==> src/hw/rtl/xles_pkg.sv <==
package xles_pkg;

   localparam int unsigned MAX_ELEMENT_DEPTH_DEF = 255;
   localparam int unsigned MAX_EMBED_DEPTH_DEF   = 15;
   localparam int unsigned MAX_TOKEN_LEN_DEF     = 65535;

   localparam int unsigned CH_W       = 21;
   localparam int unsigned STATUS_W   = 3;
   localparam int unsigned LEN_W      = 16;
   localparam int unsigned REQ_DATA_W = 24;
   localparam int unsigned RSP_DATA_W = 24;

   typedef enum logic [STATUS_W-1:0] {
      ST_CONTINUE = 3'd0,
      ST_ACCEPT   = 3'd1,
      ST_REJECT   = 3'd2,
      ST_OVERFLOW = 3'd3,
      ST_IDLE     = 3'd4
   } status_type;

   typedef enum logic [4:0] {
      M_IDLE      = 5'd0,
      M_START     = 5'd1,
      M_NAME      = 5'd2,
      M_TAG       = 5'd3,
      M_TAG_LT    = 5'd4,
      M_TAG_SLASH = 5'd5,
      M_TEXT      = 5'd6,
      M_TEXT_LT   = 5'd7,
      M_BANG      = 5'd8,
      M_COMMENT   = 5'd9,
      M_CDATA     = 5'd10,
      M_DOCTYPE   = 5'd11,
      M_PI        = 5'd12,
      M_PI_Q      = 5'd13,
      M_EMB       = 5'd14,
      M_EMB_LT    = 5'd15,
      M_EMB_PCT   = 5'd16,
      M_STR       = 5'd17,
      M_STR_Q     = 5'd18
   } scan_mode_type;

   typedef enum logic [1:0] {
      Q_NONE   = 2'd0,
      Q_DOUBLE = 2'd1,
      Q_SINGLE = 2'd2
   } quote_type;

   typedef struct packed {
      scan_mode_type mode;
      logic          inside_tag;
      logic          closing_tag;
      quote_type     quote;
      logic [1:0]    run_count;
      logic          embed_returns_to_tag;
   } ctrl_type;

endpackage

==> src/hw/rtl/xles_step.sv <==
module xles_step #(
   parameter int unsigned MAX_ELEMENT_DEPTH = xles_pkg::MAX_ELEMENT_DEPTH_DEF,
   parameter int unsigned MAX_EMBED_DEPTH   = xles_pkg::MAX_EMBED_DEPTH_DEF,
   parameter int unsigned MAX_TOKEN_LEN     = xles_pkg::MAX_TOKEN_LEN_DEF,
   localparam int unsigned EW = $clog2(MAX_ELEMENT_DEPTH + 1),
   localparam int unsigned MW = $clog2(MAX_EMBED_DEPTH + 1),
   localparam int unsigned CW = $clog2(MAX_TOKEN_LEN + 1)
) (
   input  logic                          start_req,
   input  logic [xles_pkg::CH_W-1:0]     ch,
   input  xles_pkg::ctrl_type            cur_ctrl,
   input  logic [EW-1:0]                 cur_elem_depth,
   input  logic [MW-1:0]                 cur_embed_depth,
   input  logic [CW-1:0]                 cur_char_count,
   output xles_pkg::ctrl_type            nxt_ctrl,
   output logic [EW-1:0]                 nxt_elem_depth,
   output logic [MW-1:0]                 nxt_embed_depth,
   output logic [CW-1:0]                 nxt_char_count,
   output xles_pkg::status_type          status,
   output logic [xles_pkg::LEN_W-1:0]    token_length
);

   localparam logic [xles_pkg::CH_W-1:0] CH_NUL   = 21'h00;
   localparam logic [xles_pkg::CH_W-1:0] CH_TAB   = 21'h09;
   localparam logic [xles_pkg::CH_W-1:0] CH_SPACE = 21'h20;
   localparam logic [xles_pkg::CH_W-1:0] CH_LT    = 21'h3C;
   localparam logic [xles_pkg::CH_W-1:0] CH_PCT   = 21'h25;
   localparam logic [xles_pkg::CH_W-1:0] CH_GT    = 21'h3E;
   localparam logic [xles_pkg::CH_W-1:0] CH_DQ    = 21'h22;
   localparam logic [xles_pkg::CH_W-1:0] CH_SQ    = 21'h27;
   localparam logic [xles_pkg::CH_W-1:0] CH_SLASH = 21'h2F;
   localparam logic [xles_pkg::CH_W-1:0] CH_BANG  = 21'h21;
   localparam logic [xles_pkg::CH_W-1:0] CH_QUEST = 21'h3F;
   localparam logic [xles_pkg::CH_W-1:0] CH_DASH  = 21'h2D;
   localparam logic [xles_pkg::CH_W-1:0] CH_LBRK  = 21'h5B;
   localparam logic [xles_pkg::CH_W-1:0] CH_RBRK  = 21'h5D;
   localparam logic [xles_pkg::CH_W-1:0] CH_UNDER = 21'h5F;

   function automatic logic name_start(input logic [xles_pkg::CH_W-1:0] c);
      name_start = (c >= 21'h41 && c <= 21'h5A) || (c >= 21'h61 && c <= 21'h7A) ||
                   (c == CH_UNDER);
   endfunction

   xles_pkg::status_type st;
   logic                 done;
   logic [xles_pkg::CH_W-1:0] mark;

   // next state
   always_comb begin
      nxt_ctrl        = cur_ctrl;
      nxt_elem_depth  = cur_elem_depth;
      nxt_embed_depth = cur_embed_depth;
      nxt_char_count  = cur_char_count;
      st              = xles_pkg::ST_CONTINUE;
      done            = 1'b0;
      mark            = CH_DASH;

      if (start_req) begin
         nxt_ctrl.mode                 = xles_pkg::M_START;
         nxt_ctrl.inside_tag           = 1'b1;
         nxt_ctrl.closing_tag          = 1'b0;
         nxt_ctrl.quote                = xles_pkg::Q_NONE;
         nxt_ctrl.run_count            = 2'd0;
         nxt_ctrl.embed_returns_to_tag = 1'b0;
         nxt_elem_depth                = '0;
         nxt_embed_depth               = '0;
         nxt_char_count                = '0;
      end

      if (nxt_ctrl.mode == xles_pkg::M_IDLE) begin
         st = xles_pkg::ST_IDLE;
      end else if (nxt_ctrl.mode == xles_pkg::M_START) begin
         if (ch == CH_SPACE || ch == CH_TAB) begin
            st = xles_pkg::ST_CONTINUE;
         end else if (ch == CH_LT) begin
            nxt_char_count = CW'(1);
            nxt_ctrl.mode  = xles_pkg::M_NAME;
         end else begin
            st = xles_pkg::ST_REJECT;
         end
      end else if (ch == CH_NUL) begin
         st = xles_pkg::ST_REJECT;
      end else if (nxt_char_count >= CW'(MAX_TOKEN_LEN)) begin
         st = xles_pkg::ST_OVERFLOW;
      end else begin
         nxt_char_count = nxt_char_count + CW'(1);

         // lookahead modes: resolve the pending mark, or fall back to the base mode
         case (nxt_ctrl.mode)
            xles_pkg::M_TAG_LT: begin
               if (ch == CH_PCT) begin
                  nxt_embed_depth               = MW'(1);
                  nxt_ctrl.embed_returns_to_tag = 1'b1;
                  nxt_ctrl.mode                 = xles_pkg::M_EMB;
                  done                          = 1'b1;
               end else begin
                  nxt_ctrl.mode = xles_pkg::M_TAG;
               end
            end
            xles_pkg::M_TAG_SLASH: begin
               if (ch == CH_GT) begin
                  nxt_ctrl.inside_tag = 1'b0;
                  if (nxt_elem_depth == '0) st = xles_pkg::ST_ACCEPT;
                  else nxt_ctrl.mode = xles_pkg::M_TEXT;
                  done = 1'b1;
               end else begin
                  nxt_ctrl.mode = xles_pkg::M_TAG;
               end
            end
            xles_pkg::M_TEXT_LT: begin
               done = 1'b1;
               if (ch == CH_SLASH) begin
                  nxt_ctrl.closing_tag = 1'b1;
                  nxt_ctrl.inside_tag  = 1'b1;
                  nxt_ctrl.mode        = xles_pkg::M_TAG;
               end else if (ch == CH_PCT) begin
                  nxt_embed_depth               = MW'(1);
                  nxt_ctrl.embed_returns_to_tag = 1'b0;
                  nxt_ctrl.mode                 = xles_pkg::M_EMB;
               end else if (ch == CH_BANG) begin
                  nxt_ctrl.mode = xles_pkg::M_BANG;
               end else if (ch == CH_QUEST) begin
                  nxt_ctrl.mode = xles_pkg::M_PI;
               end else begin
                  nxt_ctrl.closing_tag = 1'b0;
                  nxt_ctrl.inside_tag  = 1'b1;
                  nxt_ctrl.mode        = xles_pkg::M_TAG;
                  done                 = 1'b0;
               end
            end
            xles_pkg::M_BANG: begin
               if (ch == CH_DASH) begin
                  nxt_ctrl.mode      = xles_pkg::M_COMMENT;
                  nxt_ctrl.run_count = 2'd1;
                  done               = 1'b1;
               end else if (ch == CH_LBRK) begin
                  nxt_ctrl.mode      = xles_pkg::M_CDATA;
                  nxt_ctrl.run_count = 2'd0;
                  done               = 1'b1;
               end else begin
                  nxt_ctrl.mode = xles_pkg::M_DOCTYPE;
               end
            end
            xles_pkg::M_PI_Q: begin
               if (ch == CH_GT) begin
                  nxt_ctrl.mode = xles_pkg::M_TEXT;
                  done          = 1'b1;
               end else begin
                  nxt_ctrl.mode = xles_pkg::M_PI;
               end
            end
            xles_pkg::M_EMB_LT: begin
               if (ch == CH_PCT) begin
                  if (nxt_embed_depth >= MW'(MAX_EMBED_DEPTH)) begin
                     st = xles_pkg::ST_OVERFLOW;
                  end else begin
                     nxt_embed_depth = nxt_embed_depth + MW'(1);
                     nxt_ctrl.mode   = xles_pkg::M_EMB;
                  end
                  done = 1'b1;
               end else begin
                  nxt_ctrl.mode = xles_pkg::M_EMB;
               end
            end
            xles_pkg::M_EMB_PCT: begin
               if (ch == CH_GT) begin
                  if (nxt_embed_depth != '0) nxt_embed_depth = nxt_embed_depth - MW'(1);
                  if (nxt_embed_depth == '0) begin
                     nxt_ctrl.mode = nxt_ctrl.embed_returns_to_tag ? xles_pkg::M_TAG :
                                                                     xles_pkg::M_TEXT;
                  end else begin
                     nxt_ctrl.mode = xles_pkg::M_EMB;
                  end
                  done = 1'b1;
               end else begin
                  nxt_ctrl.mode = xles_pkg::M_EMB;
               end
            end
            xles_pkg::M_STR_Q: begin
               if (ch == CH_DQ) begin
                  nxt_ctrl.mode = xles_pkg::M_STR;
                  done          = 1'b1;
               end else begin
                  nxt_ctrl.mode = xles_pkg::M_EMB;
               end
            end
            default: begin
            end
         endcase

         if (!done) begin
            case (nxt_ctrl.mode)
               xles_pkg::M_NAME: begin
                  if (name_start(ch)) nxt_ctrl.mode = xles_pkg::M_TAG;
                  else st = xles_pkg::ST_REJECT;
               end
               xles_pkg::M_TAG: begin
                  if (nxt_ctrl.quote != xles_pkg::Q_NONE) begin
                     if ((nxt_ctrl.quote == xles_pkg::Q_DOUBLE && ch == CH_DQ) ||
                         (nxt_ctrl.quote == xles_pkg::Q_SINGLE && ch == CH_SQ))
                        nxt_ctrl.quote = xles_pkg::Q_NONE;
                  end else if (ch == CH_DQ) begin
                     nxt_ctrl.quote = xles_pkg::Q_DOUBLE;
                  end else if (ch == CH_SQ) begin
                     nxt_ctrl.quote = xles_pkg::Q_SINGLE;
                  end else if (ch == CH_LT) begin
                     nxt_ctrl.mode = xles_pkg::M_TAG_LT;
                  end else if (ch == CH_SLASH) begin
                     nxt_ctrl.mode = xles_pkg::M_TAG_SLASH;
                  end else if (ch == CH_GT) begin
                     if (nxt_ctrl.closing_tag) begin
                        if (nxt_elem_depth <= EW'(1)) begin
                           nxt_elem_depth = '0;
                           st             = xles_pkg::ST_ACCEPT;
                        end else begin
                           nxt_elem_depth      = nxt_elem_depth - EW'(1);
                           nxt_ctrl.inside_tag = 1'b0;
                           nxt_ctrl.mode       = xles_pkg::M_TEXT;
                        end
                     end else if (nxt_elem_depth >= EW'(MAX_ELEMENT_DEPTH)) begin
                        st = xles_pkg::ST_OVERFLOW;
                     end else begin
                        nxt_elem_depth      = nxt_elem_depth + EW'(1);
                        nxt_ctrl.inside_tag = 1'b0;
                        nxt_ctrl.mode       = xles_pkg::M_TEXT;
                     end
                  end
               end
               xles_pkg::M_TEXT: begin
                  if (ch == CH_LT) nxt_ctrl.mode = xles_pkg::M_TEXT_LT;
               end
               xles_pkg::M_COMMENT, xles_pkg::M_CDATA: begin
                  mark = (nxt_ctrl.mode == xles_pkg::M_COMMENT) ? CH_DASH : CH_RBRK;
                  if (ch == mark) begin
                     if (nxt_ctrl.run_count < 2'd2)
                        nxt_ctrl.run_count = nxt_ctrl.run_count + 2'd1;
                  end else if (ch == CH_GT && nxt_ctrl.run_count >= 2'd2) begin
                     nxt_ctrl.run_count = 2'd0;
                     nxt_ctrl.mode      = xles_pkg::M_TEXT;
                  end else begin
                     nxt_ctrl.run_count = 2'd0;
                  end
               end
               xles_pkg::M_DOCTYPE: begin
                  if (ch == CH_GT) nxt_ctrl.mode = xles_pkg::M_TEXT;
               end
               xles_pkg::M_PI: begin
                  if (ch == CH_QUEST) nxt_ctrl.mode = xles_pkg::M_PI_Q;
               end
               xles_pkg::M_EMB: begin
                  if (ch == CH_DQ) nxt_ctrl.mode = xles_pkg::M_STR;
                  else if (ch == CH_LT) nxt_ctrl.mode = xles_pkg::M_EMB_LT;
                  else if (ch == CH_PCT) nxt_ctrl.mode = xles_pkg::M_EMB_PCT;
               end
               xles_pkg::M_STR: begin
                  if (ch == CH_DQ) nxt_ctrl.mode = xles_pkg::M_STR_Q;
               end
               default: begin
                  st = xles_pkg::ST_REJECT;
               end
            endcase
         end
      end

      if (st != xles_pkg::ST_CONTINUE) nxt_ctrl.mode = xles_pkg::M_IDLE;
   end

   // outputs
   always_comb begin
      status = st;
      if (st == xles_pkg::ST_IDLE) begin
         token_length = '0;
      end else if (32'(nxt_char_count) > 32'd65535) begin
         token_length = '1;
      end else begin
         token_length = xles_pkg::LEN_W'(nxt_char_count);
      end
   end

endmodule

==> src/hw/rtl/xml_literal_extent_scanner_unit.sv <==
// Inline XML literal extent scanner. Feed one code point per word on the req
// stream (tuser high on the first character of a scan attempt, code point 0 for
// end of input); every accepted word yields exactly one rsp word with a status
// (continue, accepted, rejected, capacity overflow, idle) and the literal length
// counted so far, saturated to 16 bits. The block sustains one word per cycle
// while the rsp side is not stalled: the scanner state update is a single pass
// of logic between the input register and the result register, so a word passes
// through the input register and then the result register, and a stalled rsp side
// holds one result while one more word waits in the input register.
module xml_literal_extent_scanner_unit #(
   parameter int unsigned MAX_ELEMENT_DEPTH = xles_pkg::MAX_ELEMENT_DEPTH_DEF,
   parameter int unsigned MAX_EMBED_DEPTH   = xles_pkg::MAX_EMBED_DEPTH_DEF,
   parameter int unsigned MAX_TOKEN_LEN     = xles_pkg::MAX_TOKEN_LEN_DEF
) (
   input  logic                              clock,
   input  logic                              reset,
   input  logic                              req_tvalid,
   output logic                              req_tready,
   input  logic [xles_pkg::REQ_DATA_W-1:0]   req_tdata,   // [20:0] ch, [23:21] zero
   input  logic                              req_tuser,   // [0] start_req
   output logic                              rsp_tvalid,
   input  logic                              rsp_tready,
   output logic [xles_pkg::RSP_DATA_W-1:0]   rsp_tdata    // [2:0] status, [18:3] token_length
);

   localparam int unsigned EW = $clog2(MAX_ELEMENT_DEPTH + 1);
   localparam int unsigned MW = $clog2(MAX_EMBED_DEPTH + 1);
   localparam int unsigned CW = $clog2(MAX_TOKEN_LEN + 1);

   logic                          in_valid_ff, in_valid_in;
   logic                          in_start_ff;
   logic [xles_pkg::CH_W-1:0]     in_ch_ff;
   logic                          out_valid_ff, out_valid_in;
   xles_pkg::status_type          out_status_ff;
   logic [xles_pkg::LEN_W-1:0]    out_len_ff;

   xles_pkg::ctrl_type            ctrl_ff, ctrl_in;
   logic [EW-1:0]                 elem_depth_ff, elem_depth_in;
   logic [MW-1:0]                 embed_depth_ff, embed_depth_in;
   logic [CW-1:0]                 char_count_ff, char_count_in;
   xles_pkg::status_type          step_status;
   logic [xles_pkg::LEN_W-1:0]    step_len;

   logic advance;
   logic req_take;

   assign advance    = in_valid_ff && (!out_valid_ff || rsp_tready);
   assign req_tready = !in_valid_ff || advance;
   assign req_take   = req_tvalid && req_tready;

   always_comb begin
      in_valid_in = in_valid_ff;
      if (req_take) in_valid_in = 1'b1;
      else if (advance) in_valid_in = 1'b0;

      out_valid_in = out_valid_ff;
      if (advance) out_valid_in = 1'b1;
      else if (rsp_tready) out_valid_in = 1'b0;
   end

   xles_step #(
      .MAX_ELEMENT_DEPTH (MAX_ELEMENT_DEPTH),
      .MAX_EMBED_DEPTH   (MAX_EMBED_DEPTH),
      .MAX_TOKEN_LEN     (MAX_TOKEN_LEN)
   ) u_step (
      .start_req       (in_start_ff),
      .ch              (in_ch_ff),
      .cur_ctrl        (ctrl_ff),
      .cur_elem_depth  (elem_depth_ff),
      .cur_embed_depth (embed_depth_ff),
      .cur_char_count  (char_count_ff),
      .nxt_ctrl        (ctrl_in),
      .nxt_elem_depth  (elem_depth_in),
      .nxt_embed_depth (embed_depth_in),
      .nxt_char_count  (char_count_in),
      .status          (step_status),
      .token_length    (step_len)
   );

   always_ff @(posedge clock) begin
      if (reset) begin
         in_valid_ff                  <= 1'b0;
         out_valid_ff                 <= 1'b0;
         ctrl_ff.mode                 <= xles_pkg::M_IDLE;
         ctrl_ff.inside_tag           <= 1'b1;
         ctrl_ff.closing_tag          <= 1'b0;
         ctrl_ff.quote                <= xles_pkg::Q_NONE;
         ctrl_ff.run_count            <= 2'd0;
         ctrl_ff.embed_returns_to_tag <= 1'b0;
         elem_depth_ff                <= '0;
         embed_depth_ff               <= '0;
         char_count_ff                <= '0;
      end else begin
         in_valid_ff  <= in_valid_in;
         out_valid_ff <= out_valid_in;
         if (advance) begin
            ctrl_ff        <= ctrl_in;
            elem_depth_ff  <= elem_depth_in;
            embed_depth_ff <= embed_depth_in;
            char_count_ff  <= char_count_in;
         end
      end
   end

   // payload registers
   always_ff @(posedge clock) begin
      if (req_take) begin
         in_start_ff <= req_tuser;
         in_ch_ff    <= req_tdata[xles_pkg::CH_W-1:0];
      end
      if (advance) begin
         out_status_ff <= step_status;
         out_len_ff    <= step_len;
      end
   end

   assign rsp_tvalid = out_valid_ff;
   assign rsp_tdata  = {{(xles_pkg::RSP_DATA_W - xles_pkg::LEN_W - xles_pkg::STATUS_W){1'b0}},
                        out_len_ff, out_status_ff};

endmodule

==> config.mk <==
export PLATFORM = sky130hd
export DESIGN_NAME = xml_literal_extent_scanner_unit
export DESIGN_NICKNAME = d
export VERILOG_FILES = /design/src/hw/rtl/xles_pkg.sv /design/src/hw/rtl/xles_step.sv /design/src/hw/rtl/xml_literal_extent_scanner_unit.sv
export SDC_FILE = /design/constraint.sdc
export NUM_CORES = 1
export LEC_CHECK = 0
export BUFFER_PORTS_ARGS = -buffer_cell sky130_fd_sc_hd__buf_2
export CAP_MARGIN = 20
export CORE_ASPECT_RATIO = 1.25
export CORE_UTILIZATION = 35
export CTS_CLUSTER_SIZE = 12
export DETAILED_ROUTE_END_ITERATION = 10
export GPL_ROUTABILITY_DRIVEN = 0
export PLACE_DENSITY = 0.59
export SETUP_SLACK_MARGIN = 0.2
export SYNTH_ARGS = -nofsm -noshare
export SYNTH_HDL_FRONTEND = slang
export SYNTH_SLANG_ARGS = --single-unit
export TNS_END_PERCENT = 30
==> constraint.sdc <==
create_clock -name clock -period 4.8 [get_ports clock]
set_clock_uncertainty 0.15 [all_clocks]
set_input_delay 0.96 -clock clock [delete_from_list [all_inputs] [get_ports clock]]
set_output_delay 0.96 -clock clock [all_outputs]
set_load 0.01 [all_outputs]
-- After elaboration in Yosys (flattened, before gate mapping)
Index checks and enable logic that the tools add are counted.
W data, S select, Z words.
- output and inout bits: 26
- word-level logic and storage cells: 270
- register bits: 83
- reduce and logical (&&, ||, !) cells: 28
- eq/ne operators: 35
- order comparisons: 10
- muxes and demuxes: 176
- $add $sub $neg: 6
- operators with widths (cell ; count):
    $eq A21 B6 Y1 const B ; 10
    $mux W5 ; 30
    $mux W8 ; 16
    $mux W16 ; 7
    $mux W4 ; 21
    $pmux W5 S8 ; 2
    $mux W7 ; 8
    $mux W3 ; 18
    $mux W12 ; 4
    $mux W6 ; 8
    $eq A21 B7 Y1 const B ; 2
    $ge A21 B7 Y1 const B ; 2
    $le A21 B7 Y1 const B ; 2
    $eq A5 B4 Y1 const B ; 8
    $mux W2 ; 20
    $mux W1 ; 36
    $eq A21 B21 Y1 ; 1
    $eq A21 B4 Y1 const B ; 1
    $logic_not A21 Y1 ; 1
    $eq A5 B3 Y1 const B ; 4
    $add A16 B1 Y16 const B ; 1
    $ge A16 B16 Y1 const B ; 1
    $pmux W4 S4 ; 1
    $eq A5 B5 Y1 const B ; 3
    other kinds (31) ; 48

-- Logic depth before layout (Yosys ltp)
Gate-level depths: netlist (run 1).
- word-level depth: 32
- gate-level depth with buffers: 17
- gate-level depth less buffers: 14

-- By module
From an unflattened synthesis (run 1), not the netlist that was laid out.
- cell total of the unflattened synthesis: 875
- area, all modules: 6974.2 um^2
- by module, submodules not included (module ; times used ; area each (um^2) ; seq. area each (um^2) ; cells an instance):
    xles_step ; 1 ; 3791.1 ; 0.0 ; 644
    xml_literal_extent_scanner_unit ; 1 ; 3183.1 ; 2072.0 ; 231

-- Least setup slack after synthesis (run 1)
OpenSTA, ideal clock, no wires.
- path kind: register to register
- start point: reg in_start_ff
- end point: reg ctrl_ff[9] in the netlist's numbering
- path slack: 753 ps
- arrival: 3811 ps
- data required time: 4564 ps
- setup time: 86 ps
- cell stages (with the launch flop): 17
- cells stage by stage: edfxtp_1 -> inv_1 -> clkbuf_1 -> buf_1 -> nand2_1 -> inv_1 -> ha_1 -> nand4_1 -> nor4_1 -> a2bb2oi_1 -> or3b_1 -> a21oi_1 -> nor3_1 -> o31a_2 -> nor4bb_1 -> a311o_1 -> a221oi_2
- cells in the longest elaborated chain, start to end: 32
- elaborated cells between the ends (all ways): 135
- ends and longest elaborated chain (what ; RTL line ; source):
    from (decl) ; xml_literal_extent_scanner_unit.sv:31 ; logic in_start_ff;
    from (signal assigned) ; xml_literal_extent_scanner_unit.sv:108 ; in_start_ff <= req_tuser;
    $mux W4 ; xles_step.sv:58 ; if (start_req) begin
    $sub A4 B1 Y4 / $reduce_bool A4 Y1 (equally long branches) ; xles_step.sv:167 ; if (nxt_embed_depth != '0) nxt_embed_depth = nxt_embed_depth - MW'(1);
    $mux W4 ; xles_step.sv:167 ;
    $mux W4 ; xles_step.sv:166 ; if (ch == CH_GT) begin
    $mux W4 ; xles_step.sv:89 ; case (nxt_ctrl.mode)
    $mux W4 ; xles_step.sv:83 ; end else if (nxt_char_count >= CW'(MAX_TOKEN_LEN)) begin
    $mux W4 ; xles_step.sv:81 ; end else if (ch == CH_NUL) begin
    $mux W4 ; xles_step.sv:72 ; end else if (nxt_ctrl.mode == xles_pkg::M_START) begin
    (+16 left out) ; n/a ;
    $mux W6 ; xles_step.sv:198 ; if (nxt_ctrl.quote != xles_pkg::Q_NONE) begin
    $pmux W5 S8 ; xles_step.sv:192 ; case (nxt_ctrl.mode)
    $mux W6 ; xles_step.sv:191 ; if (!done) begin
    $mux W12 ; xles_step.sv:83 ;
    $mux W12 ; xles_step.sv:81 ;
    $mux W5 ; xles_step.sv:72 ;
    $mux W12 ; xles_step.sv:70 ; if (nxt_ctrl.mode == xles_pkg::M_IDLE) begin
    $mux W5 (*) ; xles_step.sv:265 ; if (st != xles_pkg::ST_CONTINUE) nxt_ctrl.mode = xles_pkg::M_IDLE;
    to (signal assigned) ; xml_literal_extent_scanner_unit.sv:97 ; ctrl_ff <= ctrl_in;
    to (decl) ; xml_literal_extent_scanner_unit.sv:37 ; xles_pkg::ctrl_type ctrl_ff, ctrl_in;
Mark *: on every way between the ends. The rest lies on a longest branch, timed or not. The select of a mux whose other input is x is not followed.
A chain may end at the register's enable or synchronous reset.

-- Final worst setup path (run 1)
- start point: reg in_ch_ff[15] in the netlist's numbering
- end point: reg ctrl_ff[9] in the netlist's numbering
- cells in the longest elaborated chain, start to end: 30
- elaborated cells between the ends (all ways): 139
- ends and longest elaborated chain (what ; RTL line ; source):
    from (decl) ; xml_literal_extent_scanner_unit.sv:32 ; logic [xles_pkg::CH_W-1:0] in_ch_ff;
    from (signal assigned) ; xml_literal_extent_scanner_unit.sv:109 ; in_ch_ff <= req_tdata[xles_pkg::CH_W-1:0];
    $eq A21 B6 Y1 ; xles_step.sv:122, xles_step.sv:248 ;
    $mux W4 / $mux W2 (equally long branches) ; xles_step.sv:122 ; end else if (ch == CH_QUEST) begin
    $mux W5 / $mux W2 (equally long branches) ; xles_step.sv:120 ; end else if (ch == CH_BANG) begin
    $mux W5 / $mux W2 (equally long branches) ; xles_step.sv:116 ; end else if (ch == CH_PCT) begin
    $mux W7 ; xles_step.sv:112 ; if (ch == CH_SLASH) begin
    $mux W7 ; xles_step.sv:89 ;
    $mux W7 ; xles_step.sv:83 ;
    $mux W7 ; xles_step.sv:81 ;
    (+14 left out) ; n/a ;
    $mux W6 / $pmux W3 S3 (equally long branches) ; xles_step.sv:198, xles_step.sv:192 ;
    $pmux W5 S8 / $mux W3 (equally long branches) ; xles_step.sv:192, xles_step.sv:191 ;
    $mux W6 / $mux W3 (equally long branches) ; xles_step.sv:191, xles_step.sv:83 ;
    $mux W12 / $mux W3 (equally long branches) ; xles_step.sv:83, xles_step.sv:81 ;
    $mux W12 / $mux W3 (equally long branches) ; xles_step.sv:81, xles_step.sv:72 ;
    $mux W5 / $mux W3 (equally long branches) ; xles_step.sv:72, xles_step.sv:70 ;
    $mux W12 / $reduce_bool A3 Y1 (equally long branches) ; xles_step.sv:70, xles_step.sv:265 ;
    $mux W5 (*) ; xles_step.sv:265 ;
Marks and branches as above.

==> flow_summary.toml, run 1 <==
[layout]
fillers = 1761
antenna_cells = 0
final_layout_size_suffix_gt1_share_pct = 14.0
nets = 842
area_delta_synth_final_pct = 13.4

[synthesis]
yosys-top-cells-area = "edfxtp_1, dfxtp_1, nor2_1"
synth_top_cell_by_area = "edfxtp_1"
synth.cell_area_mm2 = 0.00607
synth_cell_types = 87
yosys.cell_count.top_type = "nor2_1"
ys_seq_elements = 82
syn_area_per_cell_um2 = 7.85
syn_inst = 773
ys_seq_area_share_pct = 33.8
yosys_warnings = 0
synthArstFlopShare_pct = 0
synth_top_area_share_pct = 20.3
synth-edff-count = 41
yosys-top-cells-count = "nor2_1, nand2_1, clkbuf_1"
ys.flop_type = "edfxtp_1"

[clock_network]
cts_buffer_depth = 2
clk_latency_ps = 350
cts_buffers = 9
cts_root_buffer = "clkbuf_16"
cts_tree = "done"
clkTransAtPathRegs_ps = 70
clock-sinks = 82
htreeDepth = 3

[grt]
grt_pass1_wl_um = 29200
track_usage_pct = 20.7
antenna_found_initial = 0
grt_pass1_vias = 5796
grt_max_degree = 44
grt.overflow.total = 0

[sta]
fmax_ghz = 0.229
slew_violations = 0
setup_violations = 0
hold_viol = 0
maxSlewHeadroom_pct = 36.3
rsz0062_at_grt = "no"
finalCritPeriodShare_pct = 90.9
min_period_ps = 4360
fin_setup_tns_ps = 0
whs_ps = 326
worstMarginPinSlew_ps = 955

[worst_setup_path]
rrSetupSlack_ps = 440
worstReg2RegEnd = "ctrl_ff[9]"
worst-path-max-fanout = 8
cp_slowest_cell = "or4_1"
r2r_cells = 11
worst_setup_path_end_kind = "flop"
path_cells = "or4_4, or4_1, nor4_1, a2bb2oi_1, or3b_1, a21oi_1, nor3_1, o31a_2, nor4bb_1, a311o_1, a221oi_2"
crit_arrival_ps = 4480
reg2reg_from = "in_ch_ff[15]"
crit_required_ps = 4920
startpoint = "in_ch_ff[15]"
worst-setup-path-type = "flop to flop"
slowest_delay_ps = 670
cp-start-kind = "flop"

[pwr]
p_leak_nw = 2.35
peakVddDrop_mv = 0.187
p_per_area_mw_per_mm2 = 243

[die]
initial_core_util_pct = 35.9
die_w_um = 120
dieArea_mm2 = 0.0179
coreArea_mm2 = 0.0169
rows = 53
die_h_um = 149
pin_count = 55

[route]
num_vias = 6123
viasPerCell = 5.94
drc = 0
wl_per_cell_um = 17.8
firstDrtPassIters = 5
drtAntennaViolNets = 0
drt_iter0_drc = 585
wirelength_um = 18300

[min_path]
whs_path_depth = 2
holdPathEnd = "ctrl_ff[1]"
min-delay-start = "ctrl_ff[1]"
min_path_type = "flop to flop"

[job]
maxCapViolCount = 0

[placed_design]
io_buffers = 46
dp_hpwl_um = 13700

[outcome]
status = "finished, final reports clean"
stage by stage:
step	instance area (um2)	cells	util (%)	setup WS [ps]	power [mW]
floorplan	6080	777	-	753	0.870
global placement	6530	1012	38.6	441	0.920
detailed placement	6530	1012	38.6	405	0.920
CTS	6860	1028	40.6	401	1.68
global route	6880	1030	40.7	303	1.72
finish	6880	1030	40.7	436	1.67
metal layers:
| layer | GRT usage (%) | part of all wire (%) | vias up |
|---|---|---|---|
| li1 | - | - | 2982 |
| met1 | 24.1 | 41 | 2844 |
| met2 | 36.4 | 49 | 235 |
| met3 | 3.21 | 5.0 | 62 |
| met4 | 11.1 | 4.4 | 0 |
| met5 | 0 | 0 | - |
worst max-delay path: cells and delay by family, from the launching register on:
family,cells,cell delay (ps)
AOI/OAI and AO/OA,5,1460
and+or+nand+nor,6,2270
DFF,1,390
cell usage in the layout (no fill, tap or decap), drive strengths merged, types with 20 or more instances in the layout:
cell and count:
a21oi 45, a22oi 25, and3 20, buf 72, dfxtp 41, edfxtp 41
nand2 76, nand3 31, nor2 92, nor3 47, nor4 21, o21ai 46
final cells by class:
| type | instances | area, um2 | area share (%) |
|---|---|---|---|
| multi-input combinational | 625 | 3740 | 54.4 |
| sequential | 82 | 2050 | 29.8 |
| timing repair buffer | 72 | 425 | 6.18 |
| tap | 220 | 275 | 4.00 |
| clock buffer | 10 | 250 | 3.64 |
| clock inverter | 6 | 77.6 | 1.13 |
| inverter | 15 | 56.3 | 0.818 |
worst max-delay path by stage:
stage	depth (start not counted)	to	slack [ps]
finish	11	ctrl_ff[9]	440
global route	11	ctrl_ff[9]	300
CTS	11	elem_depth_ff[3]	400
detailed placement	11	elem_depth_ff[3]	400
global placement	11	elem_depth_ff[3]	440
floorplan	16	ctrl_ff[9]	750
registers in the layout (all words and copies together) (netlist names):
signal          flops
in_ch_ff           21
char_count_ff      16
out_len_ff         16
ctrl_ff            11
elem_depth_ff       8
embed_depth_ff      4
out_status_ff       3
in_start_ff         1
in_valid_ff         1
rsp_tvalid          1
repair_timing:
item,in CTS,in global routing
gates resized for setup,0,1
setup endpoints to repair,0,5
buffers inserted,0,2
hold buffers,0,0
power by group:
| part | switching [mW] | leakage [nW] | internal [mW] |
|---|---|---|---|
| sequential | 0.0154 | 0.718 | 0.757 |
| clock | 0.316 | 0.164 | 0.447 |
| combinational | 0.0914 | 1.47 | 0.0425 |
logic make-up after synthesis:
logic type               count (synthesis)  share of synthesized area [%]
AO/OA/AOI/OAI                          216                           24.7
XOR/XNOR                                 6                          0.866
adder cells (fa/ha/maj)                  8                           1.65
buffers and inverters                   70                           4.85
flip-flops                              82                           33.8
multiplexers                             7                           1.20
other                                    1                         0.0618
AND/OR/NAND/NOR                        383                           32.8
(Power assumes the default switching activity.)
==> run 2: changes to the inputs <==
--- a/config.mk
+++ b/config.mk
@@ -8,6 +8,7 @@
 export BUFFER_PORTS_ARGS = -buffer_cell sky130_fd_sc_hd__buf_2
 export CAP_MARGIN = 20
 export CORE_ASPECT_RATIO = 1.25
+export CORE_MARGIN = 4
 export CORE_UTILIZATION = 35
 export CTS_CLUSTER_SIZE = 12
 export DETAILED_ROUTE_END_ITERATION = 10
==> run 2 against run 1 <==
  * Global-route usage shrank 1.8 points
  * Register-to-register slack lost 60 ps
  * Utilization is essentially flat
  * Maximum frequency shrank 1.4%
  * Worst hold slack gained 9.9 ps
  * Clock-buffer cell count is the same
  * Final area grew 0.11%
  * Sequential power is essentially flat
  * Via count grew 1.7%
  * Non-clock buffer count grew 1
  * Die area grew 9.2%
  * Critical endpoint unchanged
  * Largest power group unchanged
==> flow_summary.toml, run 2 (synthesis gave the netlist of run 1 again) <==
[outcome]
status = "finished, final reports clean"

[die]
coreArea_mm2 = 0.0169
die_w_um = 126
dieArea_mm2 = 0.0195
initial_core_util_pct = 35.9
die_h_um = 155
rows = 53
pin_count = 55

[grt]
grt_max_degree = 44
grt.overflow.total = 0
grt_pass1_wl_um = 30300
grt_pass1_vias = 5782
track_usage_pct = 19.0
antenna_found_initial = 0

[clock_network]
clk_latency_ps = 350
htreeDepth = 3
cts_tree = "done"
cts_root_buffer = "clkbuf_16"
cts_buffers = 9
cts_buffer_depth = 2
clock-sinks = 82
clkTransAtPathRegs_ps = 60

[layout]
final_common_cell = "nor2_1"
largest_reg_flops = 21
antenna_cells = 0
top_regs = "in_ch_ff x21, char_count_ff x16, out_len_ff x16"
regMostFlops = "in_ch_ff"
area_delta_synth_final_pct = 13.5
fin_area_mm2 = 0.00689
layout_common_cells = "nor2_1, nand2_1, buf_2, a21oi_1, o21ai_0"
final_layout_size_suffix_gt1_share_pct = 14.1
nets = 843

[placed_design]
place_area_mm2 = 0.00654
dp_hpwl_um = 14000
io_buffers = 46

[worst_setup_path]
cp_slowest_cell = "or4_1"
crit_arrival_ps = 4540
cp-start-kind = "flop"
worst_setup_path_end_kind = "flop"
path_cells = "or4_4, or4_1, nor4_1, a2bb2oi_1, or3b_1, a21oi_1, nor3_1, o31a_2, nor4bb_1, a311o_1, a221oi_2"
worst-setup-path-type = "flop to flop"
worst-path-max-fanout = 8
crit_required_ps = 4910
slowest_delay_ps = 690

[route]
drt_iter0_drc = 529
wl_per_cell_um = 18.1
wirelength_um = 18700
firstDrtPassIters = 5
num_vias = 6230
drtAntennaViolNets = 0
drc = 0
viasPerCell = 6.04

[sta]
min_period_ps = 4430
finalCritPeriodShare_pct = 92.2
worstMarginPinSlew_ps = 983
fin_setup_tns_ps = 0
setup_violations = 0
slew_violations = 0
fmax_ghz = 0.226
maxSlewHeadroom_pct = 34.5
rsz0062_at_grt = "yes"
hold_viol = 0

[job]
maxCapViolCount = 0

[pwr]
p_leak_nw = 2.36
p_per_area_mw_per_mm2 = 242
peakVddDrop_mv = 0.196

[min_path]
min_path_type = "flop to flop"
==> run 2: critical path: cells and delay by family, from the launching register on <==
kind / cells / cell delay (ps)
compound gates: 5 / 1470
simple gates: 6 / 2310
flops: 1 / 390
==> run 2: final timing paths <==
| kind | start | endpoint | slack [ps] | cells past startpoint |
|---|---|---|---|---|
| worst max-delay path | in_ch_ff[15] | ctrl_ff[9] | 370 | 11 |
| worst min-delay path | char_count_ff[10] | char_count_ff[10] | 340 | 2 |
| worst max register to register | in_ch_ff[15] | ctrl_ff[9] | 370 | 11 |
| worst min register to register | char_count_ff[10] | char_count_ff[10] | 340 | 2 |
==> run 2: power breakdown <==
group	internal [mW]	switching [mW]	leakage [nW]
combinational	0.0432	0.0935	1.48
sequential	0.757	0.0139	0.718
clock	0.446	0.310	0.164
total	1.25	0.418	2.36
==> run 2: metrics by stage <==
| stage | power (mW) | setup WS (ps) | utilization, % | hold WS, ps | std cells |
|---|---|---|---|---|---|
| after global routing | 1.73 | 108 | 40.7 | 354 | 1031 |
| after floorplan | 0.870 | 753 | - | 286 | 777 |
| after CTS | 1.68 | 397 | 40.6 | 334 | 1029 |
| final | 1.66 | 373 | 40.7 | 336 | 1031 |
| after global placement | 0.920 | 417 | 38.7 | 321 | 1013 |
| after detailed placement | 0.921 | 397 | 38.7 | 325 | 1013 |
==> run 2: area by class of cell <==
type                       instances  area, um2
fill                            1782      10000
timing repair buffer              73        433
sequential                        82       2050
clock inverter                     6       77.6
tap                              220        275
multi-input combinational        625       3740
inverter                          15       56.3
clock buffer                      10        250
==> run 2: timing repair <==
item | CTS | global route
gates resized for setup | 0 | 1
buffers inserted | 0 | 2
endpoints found under the setup margin | 0 | 10
hold buffers | 0 | 0
==> run 2: routing by layer <==
metal  up-vias  track usage, %  routed length (um)
li1       2994               -                   -
met1      2930            22.5                7510
met2       242            33.4                9360
met3        64            3.47                1040
met5         -               0                   0
met4         0            8.53                 744
==> run 3: changes to the inputs <==
--- a/config.mk
+++ b/config.mk
@@ -13,6 +13,7 @@
 export CTS_CLUSTER_SIZE = 12
 export DETAILED_ROUTE_END_ITERATION = 10
 export GPL_ROUTABILITY_DRIVEN = 0
+export MAX_ROUTING_LAYER = met4
 export PLACE_DENSITY = 0.59
 export SETUP_SLACK_MARGIN = 0.2
 export SYNTH_ARGS = -nofsm -noshare
==> run 3 against run 2 <==
  * Final area unchanged
  * Global-route usage up 0.57 points
  * Sequential power is essentially flat
  * Via count up 0.58%
  * Clock-buffer cell count is the same
  * Utilization unchanged
  * Die area stayed put
  * Final cell count stayed put
  * Sequential share of layout area unchanged
  * Critical path depth did not move
  * Register-to-register slack barely moved
  * Worst setup slack got worse by 0.93 ps
  * Highest routed layer unchanged
==> flow_summary.toml, run 3 (synthesis gave the netlist of run 1 again) <==
[outcome]
status = "finished, final reports clean"

[grt]
grt.overflow.total = 0
grt_pass1_vias = 5789
antenna_found_initial = 0
grt_max_degree = 44
grt_pass1_wl_um = 30300
track_usage_pct = 19.5

[layout]
final_common_cell = "nor2_1"
nets = 843
final_layout_size_suffix_gt1_share_pct = 14.1
antenna_cells = 0
regMostFlops = "in_ch_ff"
layout_common_cells = "nor2_1, nand2_1, buf_2, a21oi_1, o21ai_0"
area_delta_synth_final_pct = 13.5
top_regs = "in_ch_ff x21, char_count_ff x16, out_len_ff x16"
fin_area_mm2 = 0.00689
largest_reg_flops = 21

[worst_setup_path]
worst-setup-path-type = "flop to flop"
reg2reg_from = "in_ch_ff[15]"
worst-path-max-fanout = 8
startpoint = "in_ch_ff[15]"
crit_required_ps = 4910
crit_arrival_ps = 4540
worst_setup_path_end_kind = "flop"
cp-start-kind = "flop"

[route]
wl_met2_um = 9390
wirelength_um = 18700
drtAntennaViolNets = 0
viasPerCell = 6.08
top_layer_used = "met4"
wl_per_cell_um = 18.1
firstDrtPassIters = 5
num_vias = 6266
dr_wl_met3_um = 1030
wl_met1_um = 7500
drt_iter0_drc = 576
drc = 0

[sta]
worstMarginPinSlew_ps = 987
slew_violations = 0
maxSlewHeadroom_pct = 34.2
finalCritPeriodShare_pct = 92.3
fin_setup_tns_ps = 0
min_period_ps = 4430
final.setup.worst_slack_ps = 372
fmax_ghz = 0.226
setup_violations = 0
rsz0062_at_grt = "yes"
hold_viol = 0

[clock_network]
clock-sinks = 82
htreeDepth = 3
cts_buffer_depth = 2
clkTransAtPathRegs_ps = 60
cts_buffers = 9
cts_root_buffer = "clkbuf_16"
clk_latency_ps = 350
cts_tree = "done"

[pwr]
p_leak_nw = 2.36
peakVddDrop_mv = 0.198
p_per_area_mw_per_mm2 = 242

[placed_design]
place_area_mm2 = 0.00654
dp_hpwl_um = 14000
io_buffers = 46
post-place-ws_ps = 397

[die]
coreArea_mm2 = 0.0169
pin_count = 55
rows = 53
die_w_um = 126
dieArea_mm2 = 0.0195
die_h_um = 155
initial_core_util_pct = 35.9

[min_path]
min-delay-start = "ctrl_ff[1]"
min_path_type = "flop to flop"

[job]
maxCapViolCount = 0
[run 3: cell counts in the layout (fill, tap and decap cells not counted)]
No cell type changed its count.
[run 3: final cells by class]
class                           count  area [um2]
Tap cell                          220         275
Inverter                           15        56.3
Clock inverter                      6        77.6
Sequential cell                    82        2050
Timing Repair Buffer               73         433
Clock buffer                       10         250
Fill cell                        1782       10000
Multi-Input combinational cell    625        3740
[run 3: report_power, final]
part	leakage [nW]	total, mW	internal, mW	switching [mW]
Sequential	0.718	0.771	0.757	0.0141
Combinational	1.48	0.137	0.0432	0.0934
Clock	0.164	0.758	0.447	0.311
Total	2.36	1.67	1.25	0.419
[run 3: repair_timing]
action | in CTS | in global routing
hold buffers | 0 | 0
buffers inserted | 0 | 2
endpoints found under the setup margin | 0 | 10
gates resized for setup | 0 | 1
[run 3: final timing paths]
path	end	slack [ps]	depth (start not counted)
worst max-delay path	ctrl_ff[9]	370	11
worst min-delay path	ctrl_ff[1]	340	2
worst max register to register	ctrl_ff[9]	370	11
worst min register to register	ctrl_ff[1]	340	2
[run 3: metrics by stage]
step           std cells  hold slack (ps)  power (mW)  util (%)
3_5_place_dp        1013              325       0.921      38.7
6_report            1031              338        1.67      40.7
4_1_cts             1029              334        1.68      40.6
3_3_place_gp        1013              321       0.920      38.7
2_1_floorplan        777              286       0.870         -
5_1_grt             1031              354        1.73      40.7
[run 3: routing by layer]
layer	vias up	global-route usage, %
met5	-	-
met4	0	8.48
met3	65	3.33
met2	256	33.4
met1	2949	22.7
li1	2996	-
[run 3: worst max-delay path: stages (launching register included)]
cell	delay [ps]
edfxtp_1	390
or4_4	580
or4_1	690
nor4_1	310
a2bb2oi_1	290
or3b_1	530
a21oi_1	170
nor3_1	60
o31a_2	410
nor4bb_1	140
a311o_1	350
a221oi_2	260
